$ cat src/rtl/hnrf_pkg.sv
// Shared types and constants for the H.264 NAL to RTP fragmenter.
// Used by every module under rtl/; depends on nothing else.
package hnrf_pkg;

    localparam int unsigned PAYLOAD_CAP   = 1500;
    localparam int unsigned CMD_DEPTH     = 4;
    localparam int unsigned CMD_PTR_W     = $clog2(CMD_DEPTH);
    localparam int unsigned OUT_DEPTH     = 2;
    localparam int unsigned OUT_PTR_W     = $clog2(OUT_DEPTH);

    localparam logic [7:0] FU_A_TYPE      = 8'd28;
    localparam logic [7:0] NRI_MASK       = 8'h60;
    localparam logic [7:0] TYPE_MASK      = 8'h1F;
    localparam logic [7:0] FU_START_BIT   = 8'h80;
    localparam logic [7:0] FU_END_BIT     = 8'h40;
    localparam logic [4:0] NAL_TYPE_SEI   = 5'd6;
    localparam logic [4:0] NAL_TYPE_SPS   = 5'd7;
    localparam logic [4:0] NAL_TYPE_PPS   = 5'd8;

    localparam logic [10:0] MAX_PAYLOAD_RESET = 11'd1400;
    localparam logic [16:0] TS_STEP_RESET     = 17'd3600;

    typedef enum logic [0:0] {
        CFG_MAX_PAYLOAD = 1'b0,
        CFG_TS_STEP     = 1'b1
    } cfg_index_t;

    typedef struct packed {
        logic [7:0]  nal_byte;
        logic        nal_first;
        logic [15:0] nal_size;
    } nal_item_t;

    typedef struct packed {
        logic [7:0]  out_byte;
        logic        packet_start;
        logic        packet_end;
        logic [10:0] packet_length;
        logic        marker_bit;
        logic [15:0] sequence_number;
        logic [31:0] timestamp;
    } rtp_item_t;

    // One classified data byte; fu marks a byte that opens a fragment.
    typedef struct packed {
        logic        fu;
        logic [7:0]  fu_indicator;
        logic [7:0]  fu_header;
        rtp_item_t   data;
    } cmd_t;

endpackage

$ cat src/rtl/hnrf_front.sv
// Front end: config registers, per-unit state and classification of each byte.
// Depends on hnrf_pkg.
module hnrf_front (
    input  logic                   clk,
    input  logic                   rst_n,
    input  logic                   take,
    input  hnrf_pkg::nal_item_t    nal,
    input  logic                   cfg_write,
    input  hnrf_pkg::cfg_index_t   cfg_index,
    input  logic [16:0]            cfg_data,
    output logic                   cmd_push,
    output hnrf_pkg::cmd_t         cmd
);
    import hnrf_pkg::*;

    logic [10:0] max_payload_reg;
    logic [16:0] ts_step_reg;
    logic [15:0] seq_reg, seq_next;
    logic [31:0] time_reg, time_next;
    logic [7:0]  hdr_reg, hdr_next;
    logic [15:0] left_reg, left_next;
    logic [10:0] fill_reg, fill_next;
    logic        fmode_reg, fmode_next;
    logic        ffirst_reg, ffirst_next;

    logic [10:0] m;
    logic [15:0] size_eff;
    logic [15:0] left_eff;
    logic [10:0] fill_eff;
    logic        fmode_eff;
    logic        ffirst_eff;
    logic [7:0]  hdr_eff;
    logic        produce;
    logic [16:0] total;
    logic [16:0] len;
    logic        marker;
    logic [10:0] plen;
    logic        fu;
    logic        last;
    logic [4:0]  nal_type;
    logic        skip_ts;

    always_ff @(posedge clk or negedge rst_n)
    begin
        if (!rst_n)
        begin
            max_payload_reg <= MAX_PAYLOAD_RESET;
            ts_step_reg     <= TS_STEP_RESET;
        end
        else if (cfg_write)
        begin
            case (cfg_index)
                CFG_MAX_PAYLOAD: max_payload_reg <= cfg_data[10:0];
                CFG_TS_STEP:     ts_step_reg     <= cfg_data;
                default:         ;
            endcase
        end
    end

    always_comb
    begin
        m = max_payload_reg;
        if (m == 11'd0)
            m = 11'd1;
        else if (m > 11'(PAYLOAD_CAP))
            m = 11'(PAYLOAD_CAP);
    end

    always_comb
    begin
        size_eff   = (nal.nal_size == 16'd0) ? 16'd1 : nal.nal_size;
        left_eff   = left_reg;
        fill_eff   = fill_reg;
        fmode_eff  = fmode_reg;
        ffirst_eff = ffirst_reg;
        hdr_eff    = hdr_reg;
        produce    = (left_reg != 16'd0);
        if (nal.nal_first)
        begin
            hdr_eff  = nal.nal_byte;
            fill_eff = 11'd0;
            if (size_eff <= {5'd0, m})
            begin
                fmode_eff = 1'b0;
                left_eff  = size_eff;
                produce   = 1'b1;
            end
            else
            begin
                // the header byte of a fragmented unit is dropped
                fmode_eff  = 1'b1;
                ffirst_eff = 1'b1;
                left_eff   = size_eff - 16'd1;
                produce    = 1'b0;
            end
        end

        total  = {1'b0, left_eff} + {6'd0, fill_eff};
        len    = (fmode_eff && total > {6'd0, m}) ? {6'd0, m} : total;
        if (len == 17'd0)
            len = 17'd1;
        marker = fmode_eff && (total <= {6'd0, m});
        plen   = fmode_eff ? (len[10:0] + 11'd2) : len[10:0];
        fu     = fmode_eff && (fill_eff == 11'd0);
        last   = ({6'd0, fill_eff} + 17'd1) >= len;

        nal_type = hdr_eff[4:0];
        skip_ts  = !fmode_eff && (nal_type inside {NAL_TYPE_SEI, NAL_TYPE_SPS, NAL_TYPE_PPS});
    end

    // next state
    always_comb
    begin
        seq_next    = seq_reg;
        time_next   = time_reg;
        hdr_next    = hdr_reg;
        left_next   = left_reg;
        fill_next   = fill_reg;
        fmode_next  = fmode_reg;
        ffirst_next = ffirst_reg;
        if (take)
        begin
            hdr_next    = hdr_eff;
            left_next   = left_eff;
            fill_next   = fill_eff;
            fmode_next  = fmode_eff;
            ffirst_next = ffirst_eff;
            if (produce)
            begin
                if (fu)
                    ffirst_next = 1'b0;
                left_next = left_eff - 16'd1;
                fill_next = fill_eff + 11'd1;
                if (last)
                begin
                    seq_next  = seq_reg + 16'd1;
                    fill_next = 11'd0;
                end
                if (left_next == 16'd0)
                begin
                    if (!skip_ts)
                        time_next = time_reg + {15'd0, ts_step_reg};
                    fill_next = 11'd0;
                end
            end
        end
    end

    always_ff @(posedge clk or negedge rst_n)
    begin
        if (!rst_n)
        begin
            seq_reg    <= '0;
            time_reg   <= '0;
            hdr_reg    <= '0;
            left_reg   <= '0;
            fill_reg   <= '0;
            fmode_reg  <= 1'b0;
            ffirst_reg <= 1'b0;
        end
        else
        begin
            seq_reg    <= seq_next;
            time_reg   <= time_next;
            hdr_reg    <= hdr_next;
            left_reg   <= left_next;
            fill_reg   <= fill_next;
            fmode_reg  <= fmode_next;
            ffirst_reg <= ffirst_next;
        end
    end

    // classified command for the back end
    always_comb
    begin
        cmd_push                  = take && produce;
        cmd.fu                    = fu;
        cmd.fu_indicator          = (hdr_eff & NRI_MASK) | FU_A_TYPE;
        cmd.fu_header             = (hdr_eff & TYPE_MASK)
                                  | (ffirst_eff ? FU_START_BIT : 8'h00)
                                  | (marker ? FU_END_BIT : 8'h00);
        cmd.data.out_byte         = nal.nal_byte;
        cmd.data.packet_start     = !fmode_eff && (fill_eff == 11'd0);
        cmd.data.packet_end       = last;
        cmd.data.packet_length    = plen;
        cmd.data.marker_bit       = marker;
        cmd.data.sequence_number  = seq_reg;
        cmd.data.timestamp        = time_reg;
    end

endmodule

$ cat src/rtl/hnrf_cmd_fifo.sv
// Short command queue between front and back end.
// Depends on hnrf_pkg.
module hnrf_cmd_fifo (
    input  logic            clk,
    input  logic            rst_n,
    input  logic            wr,
    input  hnrf_pkg::cmd_t  wr_data,
    input  logic            rd,
    output hnrf_pkg::cmd_t  rd_data,
    output logic            full,
    output logic            empty
);
    import hnrf_pkg::*;

    cmd_t                 mem [CMD_DEPTH];
    logic [CMD_PTR_W-1:0] wptr_reg, wptr_next;
    logic [CMD_PTR_W-1:0] rptr_reg, rptr_next;
    logic [CMD_PTR_W:0]   count_reg, count_next;
    logic                 do_wr, do_rd;

    assign full    = (count_reg == (CMD_PTR_W+1)'(CMD_DEPTH));
    assign empty   = (count_reg == '0);
    assign do_wr   = wr && !full;
    assign do_rd   = rd && !empty;
    assign rd_data = mem[rptr_reg];

    always_comb
    begin
        wptr_next  = do_wr ? wptr_reg + 1'b1 : wptr_reg;
        rptr_next  = do_rd ? rptr_reg + 1'b1 : rptr_reg;
        count_next = count_reg + (CMD_PTR_W+1)'(do_wr) - (CMD_PTR_W+1)'(do_rd);
    end

    always_ff @(posedge clk)
    begin
        if (do_wr)
            mem[wptr_reg] <= wr_data;
    end

    always_ff @(posedge clk or negedge rst_n)
    begin
        if (!rst_n)
        begin
            wptr_reg  <= '0;
            rptr_reg  <= '0;
            count_reg <= '0;
        end
        else
        begin
            wptr_reg  <= wptr_next;
            rptr_reg  <= rptr_next;
            count_reg <= count_next;
        end
    end

endmodule

$ cat src/rtl/hnrf_back.sv
// Back end: expands each command into one or three payload bytes and
// holds them in a two-entry result queue. Depends on hnrf_pkg.
module hnrf_back (
    input  logic                 clk,
    input  logic                 rst_n,
    input  hnrf_pkg::cmd_t       cmd,
    input  logic                 cmd_empty,
    output logic                 cmd_pop,
    input  logic                 pop,
    output logic                 empty,
    output hnrf_pkg::rtp_item_t  rtp
);
    import hnrf_pkg::*;

    rtp_item_t            mem [OUT_DEPTH];
    logic [OUT_PTR_W-1:0] wptr_reg, wptr_next;
    logic [OUT_PTR_W-1:0] rptr_reg, rptr_next;
    logic [OUT_PTR_W:0]   count_reg, count_next;
    logic [1:0]           phase_reg, phase_next;
    logic                 out_full;
    logic                 emit;
    logic                 last;
    logic                 do_rd;
    rtp_item_t            item;

    assign out_full = (count_reg == (OUT_PTR_W+1)'(OUT_DEPTH));
    assign empty    = (count_reg == '0);
    assign do_rd    = pop && !empty;
    assign rtp      = mem[rptr_reg];
    assign emit     = !cmd_empty && !out_full;
    assign last     = !cmd.fu || (phase_reg == 2'd2);
    assign cmd_pop  = emit && last;

    // FU indicator, then FU header, then the data byte
    always_comb
    begin
        item = cmd.data;
        if (cmd.fu && phase_reg == 2'd0)
        begin
            item.out_byte     = cmd.fu_indicator;
            item.packet_start = 1'b1;
            item.packet_end   = 1'b0;
        end
        else if (cmd.fu && phase_reg == 2'd1)
        begin
            item.out_byte     = cmd.fu_header;
            item.packet_start = 1'b0;
            item.packet_end   = 1'b0;
        end
    end

    always_comb
    begin
        phase_next = phase_reg;
        if (emit)
            phase_next = last ? 2'd0 : phase_reg + 2'd1;
        wptr_next  = emit ? wptr_reg + 1'b1 : wptr_reg;
        rptr_next  = do_rd ? rptr_reg + 1'b1 : rptr_reg;
        count_next = count_reg + (OUT_PTR_W+1)'(emit) - (OUT_PTR_W+1)'(do_rd);
    end

    always_ff @(posedge clk)
    begin
        if (emit)
            mem[wptr_reg] <= item;
    end

    always_ff @(posedge clk or negedge rst_n)
    begin
        if (!rst_n)
        begin
            phase_reg <= 2'd0;
            wptr_reg  <= '0;
            rptr_reg  <= '0;
            count_reg <= '0;
        end
        else
        begin
            phase_reg <= phase_next;
            wptr_reg  <= wptr_next;
            rptr_reg  <= rptr_next;
            count_reg <= count_next;
        end
    end

endmodule

$ cat src/rtl/h264_nal_rtp_fragmenter.sv
// H.264 NAL unit to RTP payload packetizer (single packets and FU-A).
// With both queues empty, the first result of an accepted byte goes through the
// command queue and then the result queue before it is on the result ports.
// Throughput: 1 byte per cycle while full is low; a byte that opens a fragment
// gives three results at the back end: the FU indicator, FU header and the byte itself.
// Reset (rst_n, async, active low) empties both queues and zeroes counters.
module h264_nal_rtp_fragmenter (
    input  logic                  clk,
    input  logic                  rst_n,
    input  logic                  push,
    output logic                  full,
    input  hnrf_pkg::nal_item_t   nal,
    output logic                  empty,
    input  logic                  pop,
    output hnrf_pkg::rtp_item_t   rtp,
    input  logic                  cfg_valid,
    output logic                  cfg_ready,
    input  hnrf_pkg::cfg_index_t  cfg_index,
    input  logic [16:0]           cfg_data
);
    import hnrf_pkg::*;

    cmd_t cmd_in, cmd_out;
    logic cmd_push, cmd_pop, cmd_full, cmd_empty;
    logic take;

    assign cfg_ready = 1'b1;
    assign full      = cmd_full;
    assign take      = push && !cmd_full;

    hnrf_front u_front (
        .clk       (clk),
        .rst_n     (rst_n),
        .take      (take),
        .nal       (nal),
        .cfg_write (cfg_valid && cfg_ready),
        .cfg_index (cfg_index),
        .cfg_data  (cfg_data),
        .cmd_push  (cmd_push),
        .cmd       (cmd_in)
    );

    hnrf_cmd_fifo u_cmd_fifo (
        .clk     (clk),
        .rst_n   (rst_n),
        .wr      (cmd_push),
        .wr_data (cmd_in),
        .rd      (cmd_pop),
        .rd_data (cmd_out),
        .full    (cmd_full),
        .empty   (cmd_empty)
    );

    hnrf_back u_back (
        .clk       (clk),
        .rst_n     (rst_n),
        .cmd       (cmd_out),
        .cmd_empty (cmd_empty),
        .cmd_pop   (cmd_pop),
        .pop       (pop),
        .empty     (empty),
        .rtp       (rtp)
    );

endmodule

$ cat config.mk
export PLATFORM = sky130hd
export DESIGN_NAME = h264_nal_rtp_fragmenter
export DESIGN_NICKNAME = d
export VERILOG_FILES = /design/src/rtl/hnrf_pkg.sv /design/src/rtl/hnrf_front.sv /design/src/rtl/hnrf_cmd_fifo.sv /design/src/rtl/hnrf_back.sv /design/src/rtl/h264_nal_rtp_fragmenter.sv
export SDC_FILE = /design/constraint.sdc
export NUM_CORES = 1
export LEC_CHECK = 0
export BUFFER_PORTS_ARGS = -buffer_cell sky130_fd_sc_hd__buf_2
export CAP_MARGIN = 5
export CORE_MARGIN = 10
export CORE_UTILIZATION = 45
export CTS_CLUSTER_SIZE = 30
export DETAILED_ROUTE_END_ITERATION = 12
export SYNTH_ARGS = -nofsm -noshare
export SYNTH_HDL_FRONTEND = slang
export SYNTH_SLANG_ARGS = --single-unit
$ cat constraint.sdc
create_clock -name clk -period 14.7 [get_ports clk]
set_input_delay 1.47 -clock clk [delete_from_list [all_inputs] [get_ports clk]]
set_output_delay 1.47 -clock clk [all_outputs]
set_load 0.05 [all_outputs]
==> results.md <==
- The run finished with clean final reports.
- The floorplan die area is 68,500 um^2.
- By area the synthesized netlist is led by edfxtp_1 52%, dfrtp_1 11%, mux4_2 6.8%, mux2_2 4.5%, ha_1 3.8%.
- The remaining routing DRC violations is 0.
- The ratio of cells with drive above 1 in the final layout is around a quarter.
- The first global-routing pass estimated between 80,000 and 90,000 um of wire.
- Once the floorplan was initialized, standard cells occupied 45.5% of the core.
- The routability congestion estimate is approximately 0.84.
- The quantity of hold-fixing buffers added after cts is 0.
- The cell with the most instances on the worst path is a21oi_1.
- 121 I/O pins were placed.
- TritonCTS built the clock tree.
- The synthesized cell area is between 20,000 and 30,000 um^2.
- The final count of negative-setup-slack endpoints is 0.
- Entering global routing, the biggest net connects 66 pins.
- The post-synthesis register bit count is between 500 and 600.
- The worst stage delay on the critical path is around 1000 ps.
- The shortest period the worst path allows is approximately 12,000 ps.
- The flip-flop count of the largest register, all copies and words added is 316.
- After layout, the worst path uses roughly 80% of the clock period.
- The switching power share of the total is a little over a third.
- Tracing the worst setup path back leads to its startpoint at nal[7].
- After synthesis, the most frequently instantiated cells are 456 x edfxtp_1, 115 x dfrtp_1, 106 x mux2_2, 83 x nand2_1.
- The largest fanout on the critical path is 24.
- The startpoint kind of the worst setup timing path is an input pin.
- Across all layers, the routed design uses ~15k vias.
- Across the run, the number of max-cap violations was 0.
- The total instance count after detailed placement is 2,559.
- The via count of the first global-routing pass is 15.2k.
- Leaving out filler cells and counting taps, the final layout contains ~2.7k.
- The count of buffers from port buffering is roughly 120.
- The core area is 57,800 um^2.
- No sink is reached through more buffers than the 3 on the longest clock path.
- Counting flops with a built-in enable in the synthesized netlist gives ~460.
- The share of synthesized area in the top cell type comes to a little over half.
- In this run, flip-flops and latches consume 41.7% of the power.
- The setup fix buffers added after clock tree synthesis is 0.
- Of the total power, combinational logic draws 34.2%.
- The highest attainable clock frequency is roughly 84 MHz.
- The number of warnings printed during yosys synthesis is 0.
- The design area is 29,500 um^2.
- The total number of clock tree sinks is 581.
- The net switching power of the design is about 2.1 mW.
- From synthesis to final layout, the design area changed by 12.4%.
- The worst pin sits at a relative slew slack of a little under a fifth.
- For the worst setup path, the data arrival time is about 12,000 ps.
- In this run the number of H-tree levels came out at 2.
- The HPWL after detailed placement is between 30,000 and 40,000 um.
- The number of endpoints with negative hold slack in the final report is 0.
- The average instance area after synthesis is 15.2 um^2.
- Summed over all cells, the static leakage comes to about 11 nW.
- Setup repair after global routing left no endpoint under its margin.
- For the final database, setup skew stands at 25.6 ps.
- The source-to-sink clock delay at the later pin of the worst-skew pair is around 620 ps.
- The clock transition time at the flip-flop clock pins of the worst setup and hold paths is ~60 ps.
- Data on the critical path is required at its endpoint by about 15,000 ps.
- The synthesized netlist contains between 80 and 90 unique library cells.
- The via density per instance is between 5 and 6.
- In this run, the number of DRC markers left after iteration 0 of detailed routing was 1,013.
- The clock network fraction of total power is between 20% and 30%.
- The max-slew violation total from the final report is 0.
- In the synthesized netlist the dominant register cell turns out to be edfxtp_1.
- Power spread over the standard cell area amounts to approximately 200 nW/um^2.
- Among cell families on the critical path, the largest total delay comes from compound AO/OA/AOI/OAI gates.
- Once detail routing completed, the nets flagged for antenna violations numbered 0.
- In the post-synthesis netlist, the cell with the most instances is edfxtp_1.
- In this run the clock root is driven by a clkbuf_16.
- In the final timing run, aggregate negative setup slack is 0 ps.
- The overall overflow remaining after global route is 0.
- The initial antenna violation count came to 3.
- The die is ~260 um tall.
- The share of synthesized registers carrying an async set or reset is a little over a fifth.
- At the pin with the least slew margin, the transition time is between 1000 and 1500 ps.
- Across all hold checks on the routed design, the worst slack comes to roughly 490 ps.
- For this design, the slowest cell found on the critical path is o311ai_0.
- The number of nets in the synthesized netlist is approximately 1.9k.
- Counting both buffers and inverters, the worst setup path holds a total of 3.
- Counting every instance in the synthesized netlist gives roughly 1.7k.
- The die extent in x is approximately 260 um.
- The first-pass detailed-route iteration total is 5.
- The worst hold path begins at u_front.hdr_reg[0]$_DFFE_PN0P_.
- The post-placement cell area is ~28,000 um^2.
- The detailed-route wire length per cell is around 21 um.
- The sum of internal, switching and leakage power is roughly 5.9 mW.
- The worst setup path is of the in2reg kind.
- The count of nets after finishing is between 1.5k and 2k.
- The maximum vdd drop is 186 uV.
- The part of the Yosys area used for sequential elements is between 60% and 70%.
- The total routed wirelength is approximately 57,000 um.
- The worst hold path belongs to the class reg2reg.
- The startpoint of the most critical register-to-register path is u_front.max_payload_reg[1]$_DFFE_PN0P_.
- The total global-route track usage is between 10% and 20%.
- The quantity of gates resized following cts is 0.
- The internal power component is ~3.8 mW.
- The cell accounting for the most synthesized area is edfxtp_1.
- The capturing element type of the critical path is a register.
- Buffers inserted during clock tree synthesis total 59.
- The count of standard-cell rows is 88.
==> power by group through the flow <==
stage	registers, mW	clock network, mW	logic [mW]
floorplan	2.43	0	1.60
global placement	2.50	0	2.04
detailed placement	2.52	0	2.07
CTS	2.48	1.46	2.07
global route	2.52	1.53	2.20
finish	2.48	1.43	2.03
==> placed cells by master, fill, tap and decap left out, types with 21 or more instances in the layout <==
cell | netlist | routed
nand2_1 | 83 | 83
nand3_1 | 31 | 31
buf_2 | 1 | 118
nor2_1 | 79 | 78
nor3_1 | 29 | 29
dfrtp_1 | 115 | 112
nor4_1 | 21 | 21
clkbuf_16 | 0 | 60
clkbuf_1 | 50 | 23
and3_1 | 24 | 24
inv_1 | 64 | 64
xnor2_1 | 67 | 67
mux2i_1 | 22 | 22
nand4_1 | 29 | 29
mux4_2 | 79 | 79
a21oi_1 | 51 | 51
mux2_2 | 106 | 106
o21ai_0 | 56 | 56
xor2_1 | 31 | 31
edfxtp_1 | 456 | 456
nor2b_1 | 23 | 23
ha_1 | 79 | 79
==> cell families (layout without fill, tap and decap cells) <==
| group | count (synthesis) | after routing | share of synthesized area, % |
|---|---|---|---|
| AO/OA/AOI/OAI | 226 | 226 | 5.78 |
| other | 1 | 3 | 0.0143 |
| AND/OR/NAND/NOR | 381 | 381 | 7.60 |
| adder cells (fa/ha/maj) | 82 | 82 | 3.99 |
| XOR/XNOR | 99 | 99 | 3.33 |
| multiplexers | 224 | 224 | 13.1 |
| buffers and inverters | 137 | 312 | 2.17 |
| flip-flops | 581 | 581 | 64.0 |
==> tightest hold or removal path, delay by kind of cell, from the launching register on <==
kind               cells  cell delay (ps)
and+or+nand+nor        1               50
AOI/OAI and AO/OA      1               60
DFF                    1              340
==> worst paths after layout <==
check                                              endpoint  slack [ps]  cells past startpoint
hold / removal               u_front.hdr_reg[0]$_DFFE_PN0P_         490                      2
min in group asynchronous  u_front.left_reg[15]$_DFFE_PN0P_         870                      1
setup / recovery            u_front.seq_reg[10]$_DFFE_PN0P_        2770                     44
max in group asynchronous   u_front.left_reg[1]$_DFFE_PN0P_       12450                      2
setup reg to reg            u_front.seq_reg[10]$_DFFE_PN0P_        3210                     44
hold reg to reg              u_front.hdr_reg[0]$_DFFE_PN0P_         490                      2
==> routing by layer <==
metal | wire, um | GRT usage (%)
met1 | 25000 | 22.0
met2 | 28000 | 28.0
met3 | 2500 | 2.86
met4 | 1440 | 5.27
met5 | 11 | 0
==> metrics by stage <==
stage / setup WS (ps) / utilization (%)
2_1_floorplan: 4250 / -
3_3_place_gp: 2560 / 47.9
3_5_place_dp: 2310 / 47.9
4_1_cts: 2930 / 51.1
5_1_grt: 1780 / 51.1
6_report: 2770 / 51.1
==> layout make-up <==
class	instances	area, um^2
fillers	4872	28300
flip-flops and latches	581	16800
multi-input cells	1013	8910
clock buffers	86	1630
well taps	765	957
repair buffers	135	722
inverters	65	244
clock inverters	26	236
diodes	2	5.00
Power figures use the tool's default switching activity.
